--- config.mk ---
export PLATFORM = sky130hd
export DESIGN_NAME = tmcw_front
export DESIGN_NICKNAME = d
export VERILOG_FILES = /design/src/design/tmcw_pkg.sv /design/src/design/tmcw_front.sv
export SDC_FILE = /design/constraint.sdc
export NUM_CORES = 1
export LEC_CHECK = 0
export BUFFER_PORTS_ARGS = -buffer_cell sky130_fd_sc_hd__buf_2
export CAP_MARGIN = 20
export CORE_MARGIN = 2
export CORE_UTILIZATION = 29
export DETAILED_ROUTE_END_ITERATION = 6
export MAX_ROUTING_LAYER = met4
export PLACE_DENSITY = 0.89
export SYNTH_ARGS = -nofsm -noshare
export SYNTH_HDL_FRONTEND = slang
export SYNTH_SLANG_ARGS = --single-unit
--- constraint.sdc ---
create_clock -name vclk -period 1.93
set_clock_uncertainty 0.05 [all_clocks]
set_input_delay 0.0965 -clock vclk [all_inputs]
set_output_delay 0.0965 -clock vclk [all_outputs]
set_load 0.005 [all_outputs]
--- src/design/tmcw_pkg.sv ---
// tmcw_pkg: shared types and constants of the text-mode console writer
// beat structs, command codes, character codes and default screen geometry
// no dependencies
package tmcw_pkg;

  // default screen geometry
  localparam int DEF_COLUMNS = 80;
  localparam int DEF_ROWS    = 25;

  // depth of the command queue between front and back
  localparam int QUEUE_DEPTH = 2;

  // tab stops every eight columns
  localparam int TAB_STOP = 8;

  // input kinds
  localparam logic [1:0] KIND_PUT   = 2'd0;
  localparam logic [1:0] KIND_SET   = 2'd1;
  localparam logic [1:0] KIND_CLEAR = 2'd2;
  localparam logic [1:0] KIND_READ  = 2'd3;

  // control characters
  localparam logic [7:0] CH_BACKSPACE = 8'h08;
  localparam logic [7:0] CH_TAB       = 8'h09;
  localparam logic [7:0] CH_NEWLINE   = 8'h0A;
  localparam logic [7:0] CH_RETURN    = 8'h0D;
  localparam logic [7:0] BLANK_CHAR   = 8'h20;

  // attribute and blank cell after reset
  localparam logic [7:0]  RESET_ATTR  = 8'h07;
  localparam logic [15:0] RESET_BLANK = {RESET_ATTR, BLANK_CHAR};

  // input beat
  typedef struct packed {
    logic [1:0]  kind;
    logic [7:0]  char_code;
    logic [6:0]  new_column;
    logic [4:0]  new_row;
    logic [10:0] cell_index;
  } in_item_t;

  // output beat
  typedef struct packed {
    logic [15:0] cell_value;
    logic [6:0]  cursor_column;
    logic [4:0]  cursor_row;
    logic [10:0] cursor_position;
    logic        scrolled;
  } out_item_t;

  // classified operations handed from front to back
  typedef enum logic [3:0] {
    OP_PRINT,
    OP_NEWLINE,
    OP_RETURN,
    OP_TAB,
    OP_BACKSPACE,
    OP_SET,
    OP_CLEAR,
    OP_READ,
    OP_NOP
  } op_t;

  // queued command
  typedef struct packed {
    op_t         op;
    logic [7:0]  ch;
    logic [6:0]  col;
    logic [4:0]  row;
    logic [10:0] cidx;
  } cmd_t;

endpackage

--- src/design/tmcw_front.sv ---
// tmcw_front: accepts input beats and classifies them into commands
// saturates cursor coordinates and range-checks cell reads
// depends on tmcw_pkg
module tmcw_front import tmcw_pkg::*; #(
  parameter int COLUMNS = DEF_COLUMNS,
  parameter int ROWS    = DEF_ROWS
) (
  input  logic     in_valid,
  output logic     in_ready,
  input  in_item_t in_data,
  input  logic     init_busy,
  input  logic     push_ready,
  output logic     push_valid,
  output cmd_t     push_cmd
);

  localparam int NCELLS = COLUMNS * ROWS;

  // take a beat only when the queue has room and the store is cleared
  assign in_ready   = push_ready && !init_busy;
  assign push_valid = in_valid && in_ready;

  // classify the beat
  always_comb begin
    push_cmd.ch   = in_data.char_code;
    push_cmd.cidx = in_data.cell_index;
    push_cmd.col  = (32'(in_data.new_column) >= COLUMNS) ? 7'(COLUMNS - 1)
                                                         : in_data.new_column;
    push_cmd.row  = (32'(in_data.new_row) >= ROWS) ? 5'(ROWS - 1) : in_data.new_row;
    case (in_data.kind)
      KIND_PUT: begin
        case (in_data.char_code)
          CH_NEWLINE:   push_cmd.op = OP_NEWLINE;
          CH_RETURN:    push_cmd.op = OP_RETURN;
          CH_TAB:       push_cmd.op = OP_TAB;
          CH_BACKSPACE: push_cmd.op = OP_BACKSPACE;
          default:      push_cmd.op = OP_PRINT;
        endcase
      end
      KIND_SET:   push_cmd.op = OP_SET;
      KIND_CLEAR: push_cmd.op = OP_CLEAR;
      default: begin
        // reads outside the screen return zero and touch nothing
        push_cmd.op = (32'(in_data.cell_index) < NCELLS) ? OP_READ : OP_NOP;
      end
    endcase
  end

endmodule

* Word level (Yosys, flattened, before mapping)
Cells that the tools add are included.
** Storage, ports and cells
- Logic and storage cells :: 18
- Register bits after elaboration :: 0
- Input bits :: 36
** Cells by class
- Equality and inequality tests :: 6
- Reduce and logical (&&, ||, !) cells :: 4
- Mux-type cells :: 5
- $lt $le $gt $ge :: 3
** Operators with widths (count)
- $eq A8 B4 Y1 const B :: 4
- $pmux W3 S4 :: 1
- $pmux W4 S3 :: 1
- $lt A11 B11 Y1 const B :: 1
- $ge A7 B7 Y1 const B :: 1
- $mux W7 :: 1
- $ge A5 B5 Y1 const B :: 1
- $mux W5 :: 1
- $mux W4 :: 1
- $eq A2 B1 Y1 const B :: 1
- $eq A2 B2 Y1 const B :: 1
- $logic_and A1 B1 Y1 :: 2
- $logic_not A2 Y1 :: 1
- $logic_not A1 Y1 :: 1

* Logic depth before layout (Yosys ltp)
Gate-level depths: netlist (run 1).
- Depth in word-level cells :: 3
- Mapped depth :: 5
- Mapped depth without buffers :: 5

* Least setup slack after synthesis (run 1)
Ideal clock, no wire load.
- Path kind :: input to output
- Start point :: input port in_data[31] (netlist bit)
- End point :: output port push_cmd[32] (netlist bit)
- Stages on the path :: 5
- Arrival :: 0.801 ns
- Path slack :: 0.982 ns
- Data required time :: 1.783 ns
- Path buffers :: 0
- Cells stage by stage :: inv_1 ha_1 nor4bb_1 nand3_1 o211ai_1
** RTL lines
- from (decl) :: RTL line tmcw_front.sv:10 : input in_item_t in_data,
- to (decl) :: RTL line tmcw_front.sv:14 : output cmd_t push_cmd

==> results of run 1 <==
==> worst max-delay path by stage <==
stage | startpoint | end | slack [ns]
floorplan | in_data[31] | push_cmd[32] | 0.98
global placement | in_data[31] | push_cmd[32] | 0.70
detailed placement | in_data[31] | push_cmd[32] | 0.65
CTS | in_data[31] | push_cmd[32] | 0.64
global route | in_data[31] | push_cmd[32] | 0.51
finish | in_data[31] | push_cmd[32] | 0.65
==> cell usage after synthesis, drive strengths merged <==
master   n  area share [%]
xor2     1             2.2
nor4bb   1             2.6
nor3     1             1.3
o221ai   1             3.8
inv      3             2.9
ha       2             6.4
a21oi    1             1.3
buf     19              37
and2     4             6.4
o21ai    3             3.8
nor2b    3             4.8
clkbuf   3             2.9
nand4    2             3.2
nand2    2             1.9
nand2b   4             6.4
nor4b    1             6.1
nor2     3             2.9
nand3    2             2.6
o211ai   1             1.9
==> placed cells by master (no fill, tap or decap) <==
cell type,synthesis,routed
nor3_1,1,1
nand3_1,2,2
a21oi_1,1,1
nor4b_4,1,1
buf_2,0,65
o221ai_2,1,1
ha_1,2,2
nor2b_1,3,3
o21ai_0,1,1
and2_1,4,4
nand2b_1,4,4
nor2_1,3,3
nor4bb_1,1,1
nand2_1,2,2
inv_1,3,3
xor2_1,1,1
o21ai_1,2,2
nand4_1,2,2
o211ai_1,1,1
==> area by class of cell <==
class / count / area [um^2] / area share, %
repair buffers: 65 / 325 / 56.0
multi-input cells: 32 / 225 / 38.8
well taps: 15 / 18.8 / 3.23
inverters: 3 / 11.3 / 1.94
==> metal layers <==
metal  wire [um]  up-vias  part of all wire, %  global-route usage [%]
met4          23        0                  2.1                    3.33
met3         106        4                  9.8                       0
met2         620       33                   58                    25.4
li1            -      255                    -                       -
met5           0        -                    0                       -
met1         327      217                   30                    10.6
==> kinds of logic (layout without fill, tap and decap cells) <==
kind of cell / after synthesis / in the layout / synth area share [%]
buffers and inverters: 25 / 68 / 42.3
and+or+nand+nor: 23 / 23 / 38.1
AOI/OAI and AO/OA: 6 / 6 / 10.9
adders and majority gates: 2 / 2 / 6.41
xor gates and xnor gates: 1 / 1 / 2.24
==> power by group through the flow <==
stage | clock network (mW) | logic, mW | registers, mW
after floorplan | 0 | 0.0681 | 0
after global placement | 0 | 0.113 | 0
after detailed placement | 0 | 0.116 | 0
after CTS | 0 | 0.117 | 0
after global routing | 0 | 0.129 | 0
final | 0 | 0.115 | 0
==> worst max-delay path, stage by stage <==
cell and delay (ns):
buf_2 0.11, inv_1 0.10, ha_1 0.19, nor4bb_1 0.30, nand3_1 0.11, o211ai_1 0.09
buf_2 0.13
==> flow_metrics.env, run 1 <==
export IMPL_grt_overflow=0
export IMPL_p_seq_share_pct=0
export IMPL_ant_nets=0
export IMPL_grt_pass1_vias=374
export IMPL_rsz0062_at_grt="no"
export IMPL_regArea_um2=0
export IMPL_grt_usage_pct=11.6
export IMPL_vias=509
export IMPL_rows=13
export IMPL_synthCells=57
export IMPL_switchingPower_mw=0.0502
export IMPL_hold_buffers=0
export IMPL_p_leak_nw=0.351
export IMPL_wirelength_mm=1.08
export IMPL_whs_ns=0.143
export IMPL_fin_area_um2=581
export IMPL_diodes=0
export IMPL_synth_cell_types=20
export IMPL_p_sw_share_pct=43.7
export IMPL_start_util_pct=30.4
export IMPL_finalCriticalPeriod_ns=1.28
export IMPL_postCtsSetupBuffers=0
export IMPL_dp_slack_ns=0.646
export IMPL_whs_path_depth=0
export IMPL_timing_hold_violations_final=0
export IMPL_drt_iter0_drc=1
export IMPL_antenna_found_initial=0
export IMPL_clock_fmax_mhz=779
export IMPL_nNetsFinal=140
export IMPL_placed_cell_area_um2=581
export IMPL_drt_pass1_iter_count=3
export IMPL_nClkBuffers=0
export IMPL_max_slew_margin_pct=82.5
export IMPL_fp_dieArea_um2=1660
export IMPL_drive_gt1_share_pct=67.0
export IMPL_pwr_density_cell_nw_per_um2=198
export IMPL_intPower_mw=0.0647
export IMPL_ys_seq_area_share_pct=0
export IMPL_grt_first_pass_wirelength_mm=1.34
export IMPL_die_x_um=40.7
export IMPL_ys_warn_count=0
export IMPL_maxCapViolCount=0
export IMPL_max_slew_worst_pin_slew_ns=0.260
export IMPL_hp_class="in -> out"
export IMPL_wl_per_cell_um=9.37
export IMPL_startpoint_type="input pin"
export IMPL_setup_ws_ns=0.647
export IMPL_die_height_um=40.7
export IMPL_hpwl_mm=1.04
export IMPL_post_cts_resized=0
export IMPL_syn_avg_cell_area_um2=6.85
export IMPL_netlist_area_um2=390
export IMPL_grt_max_degree=5
export IMPL_areaGrowthSynthToFinish_pct=48.7
export IMPL_vias_per_cell=4.43
export IMPL_worstPathArrival_ns=1.14
export IMPL_port_buffers=65
export IMPL_p_clk_share_pct=0
export IMPL_outcome="completed"
export IMPL_io_pins=73
export IMPL_drc=0
export IMPL_setup_tns_ns=0
export IMPL_path_max_fanout=3
export IMPL_crit_required_ns=1.78
export IMPL_num_fill_cells=140
export IMPL_final_period_utilization_pct=66.5
export IMPL_placed_cells=115
export IMPL_min_delay_worst_endpoint="push_cmd[1]"
export IMPL_power_mw=0.115
export IMPL_gp_congestion=0.616
export IMPL_setup_viol=0
export IMPL_core_area_um2=1280
export IMPL_synth_fp_nets=95
export IMPL_seq_cells=0
export IMPL_cp_end_kind="output pin"
export IMPL_critPathKind="in -> out"
export IMPL_fin_cells=115
export IMPL_comb_power_share_pct=100.0
export IMPL_holdCritStartpoint="in_data[1]"
export IMPL_ir_worst_vdd_uv=86.7
export IMPL_slew_violations=0
export IMPL_utilization_pct=45.2
No activity file was read; power rests on OpenSTA's default activity.
==> run 2, diff against run 1 <==
--- a/config.mk
+++ b/config.mk
@@ -8,10 +8,10 @@
 export BUFFER_PORTS_ARGS = -buffer_cell sky130_fd_sc_hd__buf_2
 export CAP_MARGIN = 20
 export CORE_MARGIN = 2
-export CORE_UTILIZATION = 29
+export CORE_UTILIZATION = 27
 export DETAILED_ROUTE_END_ITERATION = 6
 export MAX_ROUTING_LAYER = met4
-export PLACE_DENSITY = 0.89
+export PLACE_DENSITY = 0.84
 export SYNTH_ARGS = -nofsm -noshare
 export SYNTH_HDL_FRONTEND = slang
 export SYNTH_SLANG_ARGS = --single-unit
==> constraint.sdc (replaced) <==
create_clock -name vclk -period 1.2
set_clock_uncertainty 0.05 [all_clocks]
set_input_delay 0.06 -clock vclk [all_inputs]
set_output_delay 0.06 -clock vclk [all_outputs]
set_load 0.005 [all_outputs]
==> flow_metrics.env, run 2 (synthesis gave the netlist of run 1 again) <==
export IMPL_outcome="completed"
export IMPL_regArea_um2=0
export IMPL_pwr_density_cell_nw_per_um2=323
export IMPL_grt_max_degree=5
export IMPL_startpoint_type="input pin"
export IMPL_antenna_found_initial=0
export IMPL_grt_first_pass_wirelength_mm=1.84
export IMPL_max_slew_worst_pin_slew_ns=0.270
export IMPL_diodes=0
export IMPL_path_max_fanout=3
export IMPL_areaGrowthSynthToFinish_pct=59.6
export IMPL_p_seq_share_pct=0
export IMPL_crit_required_ns=1.09
export IMPL_drive_gt1_share_pct=71.6
export IMPL_slew_violations=0
export IMPL_nClkBuffers=0
export IMPL_whs_ns=0.0700
export IMPL_cp_end_kind="output pin"
export IMPL_cp_common_cell="buf_2"
export IMPL_port_buffers=65
export IMPL_io_pins=73
export IMPL_hp_class="in -> out"
export IMPL_grt_overflow=0
export IMPL_rows=13
export IMPL_grt_usage_pct=12.7
export IMPL_ir_worst_vdd_uv=131
export IMPL_vias=547
export IMPL_seq_cells=0
export IMPL_most_common_layout_cells="buf_2 (65), and2_1 (4), nand2b_1 (4), nor2_1 (3), nor2b_1 (3)"
export IMPL_placed_cells=117
export IMPL_rsz0062_at_grt="no"
export IMPL_timing_hold_violations_final=0
export IMPL_worstPathCellList="buf_2, inv_2, ha_4, nor4bb_4, nand3_1, o211ai_1, buf_2"
export IMPL_clock_fmax_mhz=905
export IMPL_wirelength_mm=1.25
export IMPL_die_x_um=42.0
export IMPL_ant_nets=0
export IMPL_nNetsFinal=142
export IMPL_p_leak_nw=0.365
export IMPL_cp_slowest_stage_delay_ns=0.27
export IMPL_crit_family="simple AND/OR/NAND/NOR gates"
export IMPL_worstPathArrival_ns=1.00
export IMPL_crit_buf_inv=3
export IMPL_postCtsSetupBuffers=0
export IMPL_fin_cells=117
export IMPL_p_clk_share_pct=0
export IMPL_crit_path_top_delay_cell="nor4bb_4"
export IMPL_hpwl_mm=1.15
export IMPL_drc=0
export IMPL_die_height_um=42.0
export IMPL_intPower_mw=0.113
export IMPL_fp_dieArea_um2=1770
export IMPL_setup_viol=0
export IMPL_core_area_um2=1330
export IMPL_gp_congestion=0.753
export IMPL_switchingPower_mw=0.0883
export IMPL_start_util_pct=29.3
export IMPL_drt_iter0_drc=8
export IMPL_max_slew_margin_pct=81.9
export IMPL_setup_tns_ns=0
export IMPL_critPathKind="in -> out"
export IMPL_num_fill_cells=145
export IMPL_comb_power_share_pct=100.0
export IMPL_finalCriticalPeriod_ns=1.11
export IMPL_p_sw_share_pct=43.9
export IMPL_vias_per_cell=4.68
export IMPL_maxCapViolCount=0
export IMPL_drt_pass1_iter_count=4
export IMPL_grt_pass1_vias=499
export IMPL_layout_commonest_cell="buf_2"
export IMPL_wl_per_cell_um=10.7
export IMPL_final_period_utilization_pct=92.1
[run 2: final cells by class]
type | instances | area [um^2] | area share [%]
repair buffers | 67 | 340 | 54.6
inverters | 3 | 11.3 | 1.81
well taps | 15 | 18.8 | 3.01
multi-input cells | 32 | 253 | 40.6
[run 2: path summary, 6_finish.rpt]
kind	startpoint	end	slack, ns	cells past startpoint
setup / recovery	in_data[31]	push_cmd[32]	0.09	7
hold / removal	in_data[1]	push_cmd[1]	0.07	0
[run 2: power by group through the flow]
stage	registers, mW	clock network, mW	logic, mW
after floorplan	0	0	0.109
after global placement	0	0	0.188
after detailed placement	0	0	0.193
after CTS	0	0	0.195
after global routing	0	0	0.222
final	0	0	0.201
[run 2: stage by stage]
stage | instance area (um^2) | setup slack [ns] | utilization [%] | power, mW
2_1_floorplan | 390 | 0.325 | - | 0.109
3_3_place_gp | 596 | 0.0662 | 44.7 | 0.188
3_5_place_dp | 596 | -0.000817 | 44.7 | 0.193
4_1_cts | 602 | 0.0126 | 45.1 | 0.195
5_1_grt | 623 | 0.0151 | 46.7 | 0.222
6_report | 623 | 0.0948 | 46.7 | 0.201
[run 2: metal layers]
| metal | GRT usage (%) | vias up | wire length, um |
|---|---|---|---|
| li1 | - | 263 | - |
| met1 | 12.3 | 240 | 414 |
| met2 | 28.4 | 44 | 688 |
| met3 | 0.431 | 0 | 147 |
| met4 | 0 | 0 | 0 |
| met5 | - | - | 0 |
[run 2: repair_timing]
action,in CTS,in global routing
setup endpoints to repair,1,1
hold buffers,0,0
resized for setup,1,5
