<file path="config.mk">
export PLATFORM = sky130hd
export DESIGN_NAME = tmcw_queue
export DESIGN_NICKNAME = d
export VERILOG_FILES = /design/src/design/tmcw_pkg.sv /design/src/design/tmcw_queue.sv
export SDC_FILE = /design/constraint.sdc
export NUM_CORES = 1
export LEC_CHECK = 0
export ABC_CLOCK_PERIOD_IN_PS = 6900
export BUFFER_PORTS_ARGS = -buffer_cell sky130_fd_sc_hd__buf_2
export CORE_MARGIN = 4
export CORE_UTILIZATION = 50
export DETAILED_ROUTE_END_ITERATION = 7
export GPL_ROUTABILITY_DRIVEN = 1
export PLACE_DENSITY = 0.89
export SETUP_SLACK_MARGIN = 0.15
export SYNTH_ARGS = -nofsm -noshare
export SYNTH_HDL_FRONTEND = slang
export SYNTH_SLANG_ARGS = --single-unit
</file>
<file path="constraint.sdc">
create_clock -name clk -period 6.9 [get_ports clk]
set_input_delay 0.69 -clock clk [delete_from_list [all_inputs] [get_ports clk]]
set_output_delay 0.69 -clock clk [all_outputs]
set_load 0.02 [all_outputs]
</file>
<file path="src/design/tmcw_pkg.sv">
// tmcw_pkg: shared types and constants of the text-mode console writer
// beat structs, command codes, character codes and default screen geometry
// no dependencies
package tmcw_pkg;

  // default screen geometry
  localparam int DEF_COLUMNS = 80;
  localparam int DEF_ROWS    = 25;

  // depth of the command queue between front and back
  localparam int QUEUE_DEPTH = 2;

  // tab stops every eight columns
  localparam int TAB_STOP = 8;

  // input kinds
  localparam logic [1:0] KIND_PUT   = 2'd0;
  localparam logic [1:0] KIND_SET   = 2'd1;
  localparam logic [1:0] KIND_CLEAR = 2'd2;
  localparam logic [1:0] KIND_READ  = 2'd3;

  // control characters
  localparam logic [7:0] CH_BACKSPACE = 8'h08;
  localparam logic [7:0] CH_TAB       = 8'h09;
  localparam logic [7:0] CH_NEWLINE   = 8'h0A;
  localparam logic [7:0] CH_RETURN    = 8'h0D;
  localparam logic [7:0] BLANK_CHAR   = 8'h20;

  // attribute and blank cell after reset
  localparam logic [7:0]  RESET_ATTR  = 8'h07;
  localparam logic [15:0] RESET_BLANK = {RESET_ATTR, BLANK_CHAR};

  // input beat
  typedef struct packed {
    logic [1:0]  kind;
    logic [7:0]  char_code;
    logic [6:0]  new_column;
    logic [4:0]  new_row;
    logic [10:0] cell_index;
  } in_item_t;

  // output beat
  typedef struct packed {
    logic [15:0] cell_value;
    logic [6:0]  cursor_column;
    logic [4:0]  cursor_row;
    logic [10:0] cursor_position;
    logic        scrolled;
  } out_item_t;

  // classified operations handed from front to back
  typedef enum logic [3:0] {
    OP_PRINT,
    OP_NEWLINE,
    OP_RETURN,
    OP_TAB,
    OP_BACKSPACE,
    OP_SET,
    OP_CLEAR,
    OP_READ,
    OP_NOP
  } op_t;

  // queued command
  typedef struct packed {
    op_t         op;
    logic [7:0]  ch;
    logic [6:0]  col;
    logic [4:0]  row;
    logic [10:0] cidx;
  } cmd_t;

endpackage

</file>
<file path="src/design/tmcw_queue.sv">
// tmcw_queue: short command queue between front and back
// lets the front keep accepting while the back scrolls or clears
// depends on tmcw_pkg
module tmcw_queue import tmcw_pkg::*; (
  input  logic clk,
  input  logic rst,
  input  logic push_valid,
  output logic push_ready,
  input  cmd_t push_cmd,
  output logic pop_valid,
  input  logic pop,
  output cmd_t pop_cmd
);

  localparam int PTR_W = (QUEUE_DEPTH > 1) ? $clog2(QUEUE_DEPTH) : 1;
  localparam int CNT_W = $clog2(QUEUE_DEPTH + 1);

  cmd_t             entries [QUEUE_DEPTH];
  logic [PTR_W-1:0] wr_ptr;
  logic [PTR_W-1:0] rd_ptr;
  logic [CNT_W-1:0] count;
  logic             do_push;
  logic             do_pop;

  assign push_ready = (32'(count) < QUEUE_DEPTH);
  assign pop_valid  = (count != '0);
  assign pop_cmd    = entries[rd_ptr];
  assign do_push    = push_valid && push_ready;
  assign do_pop     = pop && pop_valid;

  // storage
  always_ff @(posedge clk) begin
    if (do_push) begin
      entries[wr_ptr] <= push_cmd;
    end
  end

  // pointers and fill count
  always_ff @(posedge clk) begin
    if (rst) begin
      wr_ptr <= '0;
      rd_ptr <= '0;
      count  <= '0;
    end else begin
      if (do_push) begin
        wr_ptr <= (32'(wr_ptr) == QUEUE_DEPTH - 1) ? '0 : wr_ptr + PTR_W'(1);
      end
      if (do_pop) begin
        rd_ptr <= (32'(rd_ptr) == QUEUE_DEPTH - 1) ? '0 : rd_ptr + PTR_W'(1);
      end
      if (do_push && !do_pop) begin
        count <= count + CNT_W'(1);
      end else if (do_pop && !do_push) begin
        count <= count - CNT_W'(1);
      end
    end
  end

endmodule

</file>
**Word level (Yosys, flattened, before mapping)**

Memory sizes are Yosys's and may differ from the RTL's. A register that Yosys moved wholly into a read port is not among the register bits.
Cells that the tools add are included.

- Output and inout bits: 37
- Register bits after elaboration: 4
- Word-level logic and storage cells: 25
- Memories: 1
- RAM bits: 70
- Bits of input ports: 39

Memories:

| memory | depth | bits a word | read ports | clocked after memory_dff | write ports | line | source |
|---|---|---|---|---|---|---|---|
| entries | 2 | 35 | 1 | 1 | 1 | tmcw_queue.sv:18 | `cmd_t entries [QUEUE_DEPTH];` |

- Reductions and logical operators: 8
- $add $sub $neg: 4
- Muxes and demuxes: 8
- Order comparisons: 1

Operators with widths:

| operator | number |
|---|---|
| 2-to-1 mux 1 bit | 6 |
| logical AND 1 bit | 4 |
| 2-to-1 mux 2 bit | 2 |
| nonzero test 2 bit | 2 |
| adder 1 bit (second input constant) | 2 |
| adder 2 x 1 -> 2 bit (second input constant) | 1 |
| logical NOT 1 bit | 2 |
| < comparator 2 bit (second input constant) | 1 |
| subtractor 2 x 1 -> 2 bit (second input constant) | 1 |

**Longest topological paths before layout**

Gate-level depths: netlist of the first run.

- Word-level depth: 6
- Mapped depth: 5
- Gate-level depth less buffers: 5

**Worst setup path after synthesis of the first run**

Ideal clock, no wire load.

- Kind: input port to flip-flop
- From: input port push_valid
- To: memory entries[0][0] in the netlist's numbering, enable pin
- Library setup time: 0.431 ns
- Arrival time: 2.467 ns
- Path slack: 4.002 ns
- Buffers on the path: 0
- Required time: 6.469 ns
- Cell stages on the path: 2
- Path through: and2b_1 -> nor2b_1

- Cells in the longest elaborated chain, start to end: 3

RTL lines:

| element | line | source |
|---|---|---|
| start, declared | tmcw_queue.sv:7 | `input logic push_valid,` |
| logical AND 1 bit | tmcw_queue.sv:28 | `assign do_push = push_valid && push_ready;` |
| 2-to-1 mux 1 bit | tmcw_queue.sv:33 | `if (do_push) begin` |
| 2-to-1 mux 1 bit (implied by the code) | tmcw_queue.sv:34 | `entries[wr_ptr] <= push_cmd;` |
| end, declared | tmcw_queue.sv:18 |  |

No other way between the ends.

==> results of run 1 <==
## cell families (layout without fill, tap and decap cells)
logic type,count (synthesis),in the layout,share of synthesized area
AOI/OAI and AO/OA,3,3,0.00546
DFF,75,75,0.801
adders and majority gates,1,1,0.00455
buffers and inverters,5,92,0.0155
xor gates and xnor gates,4,4,0.0127
and+or+nand+nor,9,9,0.0173
muxes,35,35,0.143
## layer usage
metal	wire length, um	part of all wire	GRT usage	up-vias
li1	-	-	-	674
met1	1670	0.38	0.152	702
met2	2370	0.53	0.252	47
met3	281	0.063	0.0369	9
met4	108	0.024	0.0897	0
met5	0	0	0	-
## final cells by class
type / instances / area [um2]
sequential: 75 / 2200
multi-input combinational: 52 / 513
fill: 392 / 1840
inverter: 1 / 3.75
clock inverter: 6 / 56.3
timing repair buffer: 75 / 375
tap: 70 / 87.6
clock buffer: 10 / 128
## where the power goes
part	switching [mW]	internal [mW]	leakage [nW]
combinational	0.205	0.151	0.480
clock	0.143	0.164	0.0935
sequential	0.0478	0.588	0.694
total	0.395	0.903	1.27
## stage by stage
| stage | setup WS, ns | utilization |
|---|---|---|
| floorplan | 4.00 | - |
| global placement | 4.71 | 0.612 |
| detailed placement | 4.67 | 0.612 |
| CTS | 4.38 | 0.647 |
| global route | 4.33 | 0.647 |
| finish | 4.43 | 0.647 |
## registers in the layout, summed over array words and instances, names as in the netlist, named ones only
register / flops
entries: 70
rd_ptr: 1
count: 2
wr_ptr: 1
## worst max-delay path by stage
| stage | startpoint | slack [ns] | cells past startpoint | endpoint |
|---|---|---|---|---|
| 2_1_floorplan | push_valid | 4.00 | 2 | entries[0][0] |
| 3_3_place_gp | push_valid | 4.71 | 3 | entries[0][16] |
| 3_5_place_dp | push_valid | 4.67 | 3 | entries[0][16] |
| 4_1_cts | register | 4.38 | 2 | pop_cmd[14] |
| 5_1_grt | register | 4.33 | 2 | pop_cmd[15] |
| 6_report | register | 4.43 | 2 | pop_cmd[29] |
## synthesized netlist by cell type (2+ instances only)
cell,number,area share
edfxtp_1,70,0.76
o21ai_0,2,0.0036
buf_6,3,0.012
nor2_1,4,0.0055
dfxtp_1,5,0.036
xor2_1,3,0.0096
mux2_2,35,0.14
## tightest hold or removal path, stage by stage (launching register included)
cell     delay [ns]
dfxtp_1        0.33
xor2_1         0.08
nor2_1         0.08
==> impl_summary.txt, run 1 <==
----------------------------------------------------
[Worst setup path]
  CP cell instances ... mux2_2 > buf_2
  Reg2reg path depth ... 2
  Flop-to-flop setup slack ... 5.05 ns
  Critical Path End Type ... output port
  Buffers plus inverters on the worst setup path ... 1
  CP Data Arrival Time ... 1.78 ns
  Startpoint of the most critical register-to-register path ... count[1]
  Setup CP Type ... reg2out
  Highest cell delay on the worst timing path ... 0.86 ns
  Data required, critical path ... 6.21 ns
  Largest fanout on the critical path ... 35
  Reg-to-reg endpoint ... entries[0][30]
  Top delay family on crit path ... flip-flops
  Critical path launch point type ... register
  CP max-delay cell ... dfxtp_2

[Outcome]
  Outcome ... completed

[Min path]
  Hold Path Origin ... rd_ptr
  Classification of the worst-slack hold path ... reg2reg
  Cell depth of the worst hold path ... 2

[Pwr]
  Overall Power ... 1.30 mW
  Static leakage power ... 1.27 nW
  Pwr/cell area ... 385 mW/mm2
  Maximum VDD drop ... 272 uV

[Clock network]
  Clock insertion delay at the later pin of the skew report ... 0.33 ns
  Post-CTS setup buffers ... 0
  Clock tree root buffer cell ... clkbuf_8
  Longest Clk Path Bufs ... 2
  Post-CTS sizing ... 0
  # H-tree levels ... 3
  Number of buffers created by CTS ... 9
  Register clock-pin slew on the reported worst setup and hold paths ... 0.08 ns
  Number of clock sinks seen by CTS ... 75
  CTS tree ... done
  Hold-fix buffer count after cts ... 0

[Cells and area]
  Layout cell share with drive strength beyond 1 ... 0.584
  Signed area change from the synthesized netlist to the final layout ... 22.5%
  Cell area after layout ... 0.00337 mm2
  Antenna Diode Count ... 0
  Most common cell after layout, fill and taps aside ... buf_2
  Non-filler instance count after layout ... 289
  Commonest cells after routing, fill and taps aside ... buf_2 (75), edfxtp_1 (70), mux2_2 (35)
  Number of nets in the layout ... 254

[Die]
  Ports ... 76
  Die outline width ... 82.1 um
  Height of the die ... 82.1 um
  Number of core rows ... 26
  Area of the core ... 0.00520 mm2
  Initial Utilization ... 0.528
  Area enclosed by the die boundary ... 0.00675 mm2

[Timing]
  RSZ-0062 raised after global routing ... false
  Setup TNS Final ... 0 ns
  Headroom to the max-slew limit ... 0.348
  Worst hold-check slack ... 0.528 ns
  Number of hold-slack violations in the final timing report ... 0
  Clock tree skew after final layout ... 0.0108 ns
  Highest Clock Rate ... 0.405 GHz
  Portion of the clock cycle consumed by the worst path in the final layout ... 0.358
  Clock period minus final worst setup slack ... 2.47 ns
  Actual slew at the worst max-slew pin ... 0.976 ns
  Count of endpoints failing setup in the final report ... 0
  Max-slew violation count ... 0

[Logic synthesis]
  Library cells used by synthesis ... 17
  Cell count after synthesis ... 132
  Seq cells post-synth ... 75
  Warnings from Yosys ... 0
  Main flop type after synthesis ... edfxtp_1
  Net count after synthesis ... 172
  Portion of the post-synthesis area used by sequential elements ... 0.801
  Synthesized area per cell ... 20.8 um2
  Post-synth EDFFs ... 70
  Share of flip-flops with an asynchronous set or reset ... 0
  Post-synthesis instance area ... 0.00275 mm2

[Route]
  Vias ... 1432
  Final routed wire length divided by cell count ... 15.4 um
  Initial detailed-routing violation count ... 51
  DRC violations left ... 0
  Total detailed-routing wirelength ... 4.44 mm
  Number of routed nets with antenna violations ... 0
  Iteration count of the initial detailed-routing pass ... 4
  Via density per instance ... 4.96

[Global route]
  Global Route Usage Sum ... 0.143
  Initial antenna violation count ... 0
  Largest net degree at the start of global routing ... 36
  First-pass GRT wire length ... 6.78 mm
  Via count of the first global-routing pass ... 1503
  Global route overflow ... 0

[Placed design]
  Area after detailed placement ... 0.00318 mm2
  HPWL Detailed ... 2.89 mm
  Final RePlAce weighted congestion ... 0.665
  Number of input and output port buffers inserted ... 75
  Placed cells ... 273

[Flow run]
  Total of max-cap violations ... 0

----------------------------------------------------
(Power assumes the default switching activity.)
==> run 2: changes to the inputs <==
--- a/config.mk
+++ b/config.mk
@@ -5,13 +5,14 @@
 export SDC_FILE = /design/constraint.sdc
 export NUM_CORES = 1
 export LEC_CHECK = 0
-export ABC_CLOCK_PERIOD_IN_PS = 6900
+export ABC_AREA = 1
+export ABC_CLOCK_PERIOD_IN_PS = 2600
 export BUFFER_PORTS_ARGS = -buffer_cell sky130_fd_sc_hd__buf_2
 export CORE_MARGIN = 4
 export CORE_UTILIZATION = 50
 export DETAILED_ROUTE_END_ITERATION = 7
 export GPL_ROUTABILITY_DRIVEN = 1
-export PLACE_DENSITY = 0.89
+export PLACE_DENSITY = 0.88
 export SETUP_SLACK_MARGIN = 0.15
 export SYNTH_ARGS = -nofsm -noshare
 export SYNTH_HDL_FRONTEND = slang
==> constraint.sdc (replaced) <==
create_clock -name clk -period 2.6 [get_ports clk]
set_input_delay 0.26 -clock clk [delete_from_list [all_inputs] [get_ports clk]]
set_output_delay 0.26 -clock clk [all_outputs]
set_load 0.02 [all_outputs]
==> impl_summary.txt, run 2 <==
----------------------------------------------------
[Logic synthesis]
  Warnings from Yosys ... 0
  Post-synth EDFFs ... 70
  Cell accounting for the most synthesized area ... edfxtp_1
  Seq cells post-synth ... 75
  Cell types occupying the most area after synthesis ... edfxtp_1 (72%), mux2_4 (15%), dfxtp_1 (3.4%)
  Cell count after synthesis ... 144
  Top post-synthesis cells by count ... edfxtp_1 (70), mux2_4 (30), inv_1 (8), nand2_1 (8), nor2_1 (6)
  Library cells used by synthesis ... 15
  Main flop type after synthesis ... edfxtp_1
  Synthesized area per cell ... 20.2 um2
  Post-synthesis instance area ... 0.00291 mm2
  Net count after synthesis ... 184
  Most repeated cell in the gate-level netlist after synthesis ... edfxtp_1
  Share of flip-flops with an asynchronous set or reset ... 0
  Top-area cell type share of the netlist area ... 0.722
  Portion of the post-synthesis area used by sequential elements ... 0.756

[Worst setup path]
  Top delay family on crit path ... flip-flops
  Startpoint of the most critical register-to-register path ... count[1]
  Highest cell delay on the worst timing path ... 0.57 ns
  Reg2reg path depth ... 4
  Buffers plus inverters on the worst setup path ... 2
  Stages on worst setup path ... 3
  Largest fanout on the critical path ... 25
  CP max-delay cell ... dfxtp_2
  Data required, critical path ... 2.34 ns
  Setup CP Type ... reg2out
  Critical Path End Type ... output port
  CP cell instances ... buf_12 > mux2_2 > buf_2
  CP Data Arrival Time ... 1.71 ns
  Critical path launch point type ... register

[Clock network]
  # H-tree levels ... 3
  Register clock-pin slew on the reported worst setup and hold paths ... 0.07 ns
  Hold-fix buffer count after cts ... 0
  Clock insertion delay at the later pin of the skew report ... 0.33 ns
  Clock tree root buffer cell ... clkbuf_8
  Number of clock sinks seen by CTS ... 75
  Longest Clk Path Bufs ... 2
  Post-CTS setup buffers ... 0
  Post-CTS sizing ... 0
  Number of buffers created by CTS ... 9
  CTS tree ... done

[Die]
  Ports ... 76
  Die outline width ... 84.3 um
  Initial Utilization ... 0.522
  Area enclosed by the die boundary ... 0.00711 mm2
  Height of the die ... 84.3 um
  Number of core rows ... 27
  Area of the core ... 0.00557 mm2

[Cells and area]
  Total area of multi-input combinational cells ... 623 um2
  Signed area change from the synthesized netlist to the final layout ... 22.7%
  Commonest cells after routing, fill and taps aside ... buf_2 (75), edfxtp_1 (70), mux2_4 (30)
  Antenna Diode Count ... 0
  Non-filler instance count after layout ... 306
  Cell area after layout ... 0.00357 mm2
  Biggest registers after layout ... entries: 70 flops, count: 2 flops
  Number of flip-flops in the largest register ... 70
  Final core area utilization ... 0.641
  Top register by number of flip-flops ... entries
  Most common cell after layout, fill and taps aside ... buf_2
  Layout cell share with drive strength beyond 1 ... 0.564
  Number of nets in the layout ... 269
  Total area of sequential cells ... 0.00220 mm2
  Number of inserted filler cells in the final layout ... 409

[Timing]
  Count of endpoints failing setup in the final report ... 0
  Clock period minus final worst setup slack ... 1.97 ns
  Headroom to the max-slew limit ... 0.683
  Portion of the clock cycle consumed by the worst path in the final layout ... 0.756
  Worst Setup Slack, final ... 0.633 ns
  Highest Clock Rate ... 0.508 GHz
  Clock tree skew after final layout ... 0.00539 ns
  RSZ-0062 raised after global routing ... false
  Max-slew violation count ... 0
  Number of hold-slack violations in the final timing report ... 0
  Worst hold-check slack ... 0.115 ns
  Actual slew at the worst max-slew pin ... 0.475 ns
  Setup TNS Final ... 0 ns

[Min path]
  Cell depth of the worst hold path ... 2
  Hold Path Origin ... rst
  Classification of the worst-slack hold path ... in2reg

[Route]
  Initial detailed-routing violation count ... 43
  Total detailed-routing wirelength ... 4.97 mm
  Vias ... 1480
  Final routed wire length divided by cell count ... 16.2 um
  Number of routed nets with antenna violations ... 0
  Via density per instance ... 4.84
  DRC violations left ... 0
  Iteration count of the initial detailed-routing pass ... 4

[Pwr]
  Overall Power ... 3.65 mW
  Net load switching power ... 1.10 mW
  Maximum VDD drop ... 740 uV
  Combinational group share of total power ... 0.295
  Internal portion of total power ... 2.55 mW
  Pwr/cell area ... 1020 mW/mm2
  Static leakage power ... 1.43 nW
  Clock power frac ... 0.257
  Switching power as a share of total power ... 0.301
  Sequential fraction of design power ... 0.447

[Global route]
  First-pass GRT wire length ... 8.13 mm
  Met1 GRT Util ... 0.164
  Met3 global-route usage ... 0.0500
  Initial antenna violation count ... 0
  GRT met2 Usage ... 0.270
  Largest net degree at the start of global routing ... 36
  Highest-utilization routing layer at the global route stage ... met2
  Via count of the first global-routing pass ... 1665
  Global route overflow ... 0
  Global Route Usage Sum ... 0.153

[Placed design]
  Area after detailed placement ... 0.00336 mm2
  Placed cells ... 290
  Number of input and output port buffers inserted ... 75
  HPWL Detailed ... 3.45 mm
  Final RePlAce weighted congestion ... 0.712
  Pre-CTS setup slack ... 0.978 ns

[Outcome]
  Outcome ... completed

[Flow run]
  Total of max-cap violations ... 0

----------------------------------------------------
## run 2: cell types whose count changed in the layout (fill, tap and decap cells not counted), sizes merged, moves of 2 or more
| cell | delta |
|---|---|
| xor2 | -3 |
| nor2 | +2 |
| clkinv | -2 |
| nand3 | +2 |
| clkinvlp | +2 |
| buf | +3 |
| inv | +7 |
| nand2 | +8 |
## run 2: cell type report
type / instances / share of cell area
sequential: 75 / 0.617
tap: 72 / 0.0252
inverter: 8 / 0.00840
clock buffer: 9 / 0.0347
multi-input combinational: 57 / 0.174
timing repair buffer: 78 / 0.115
clock inverter: 7 / 0.0259
## run 2: power groups by stage
stage / combinational [mW] / sequential [mW] / clock [mW]
6_report: 1.08 / 1.63 / 0.941
5_1_grt: 1.16 / 1.65 / 1.04
4_1_cts: 1.10 / 1.64 / 0.968
3_5_place_dp: 1.09 / 1.66 / 0
3_3_place_gp: 1.06 / 1.65 / 0
2_1_floorplan: 0.859 / 1.61 / 0
## run 2: final timing paths
check                       end  slack, ns
setup / recovery    pop_cmd[14]       0.63
hold / removal           wr_ptr       0.12
setup reg to reg  entries[1][9]       1.07
hold reg to reg          rd_ptr       0.52
## run 2: kinds of logic after synthesis
group | after synthesis | share of synthesized area
AOI/OAI and AO/OA | 3 | 0.00516
adders and majority gates | 1 | 0.00430
buffers and inverters | 12 | 0.0348
DFF | 75 | 0.756
muxes | 35 | 0.174
and+or+nand+nor | 18 | 0.0254
## run 2: routing by layer
layer  share of wire  wire length (um)
met1            0.40              1970
met3           0.042               207
met2            0.54              2690
met4           0.019                96
met5               0                 0
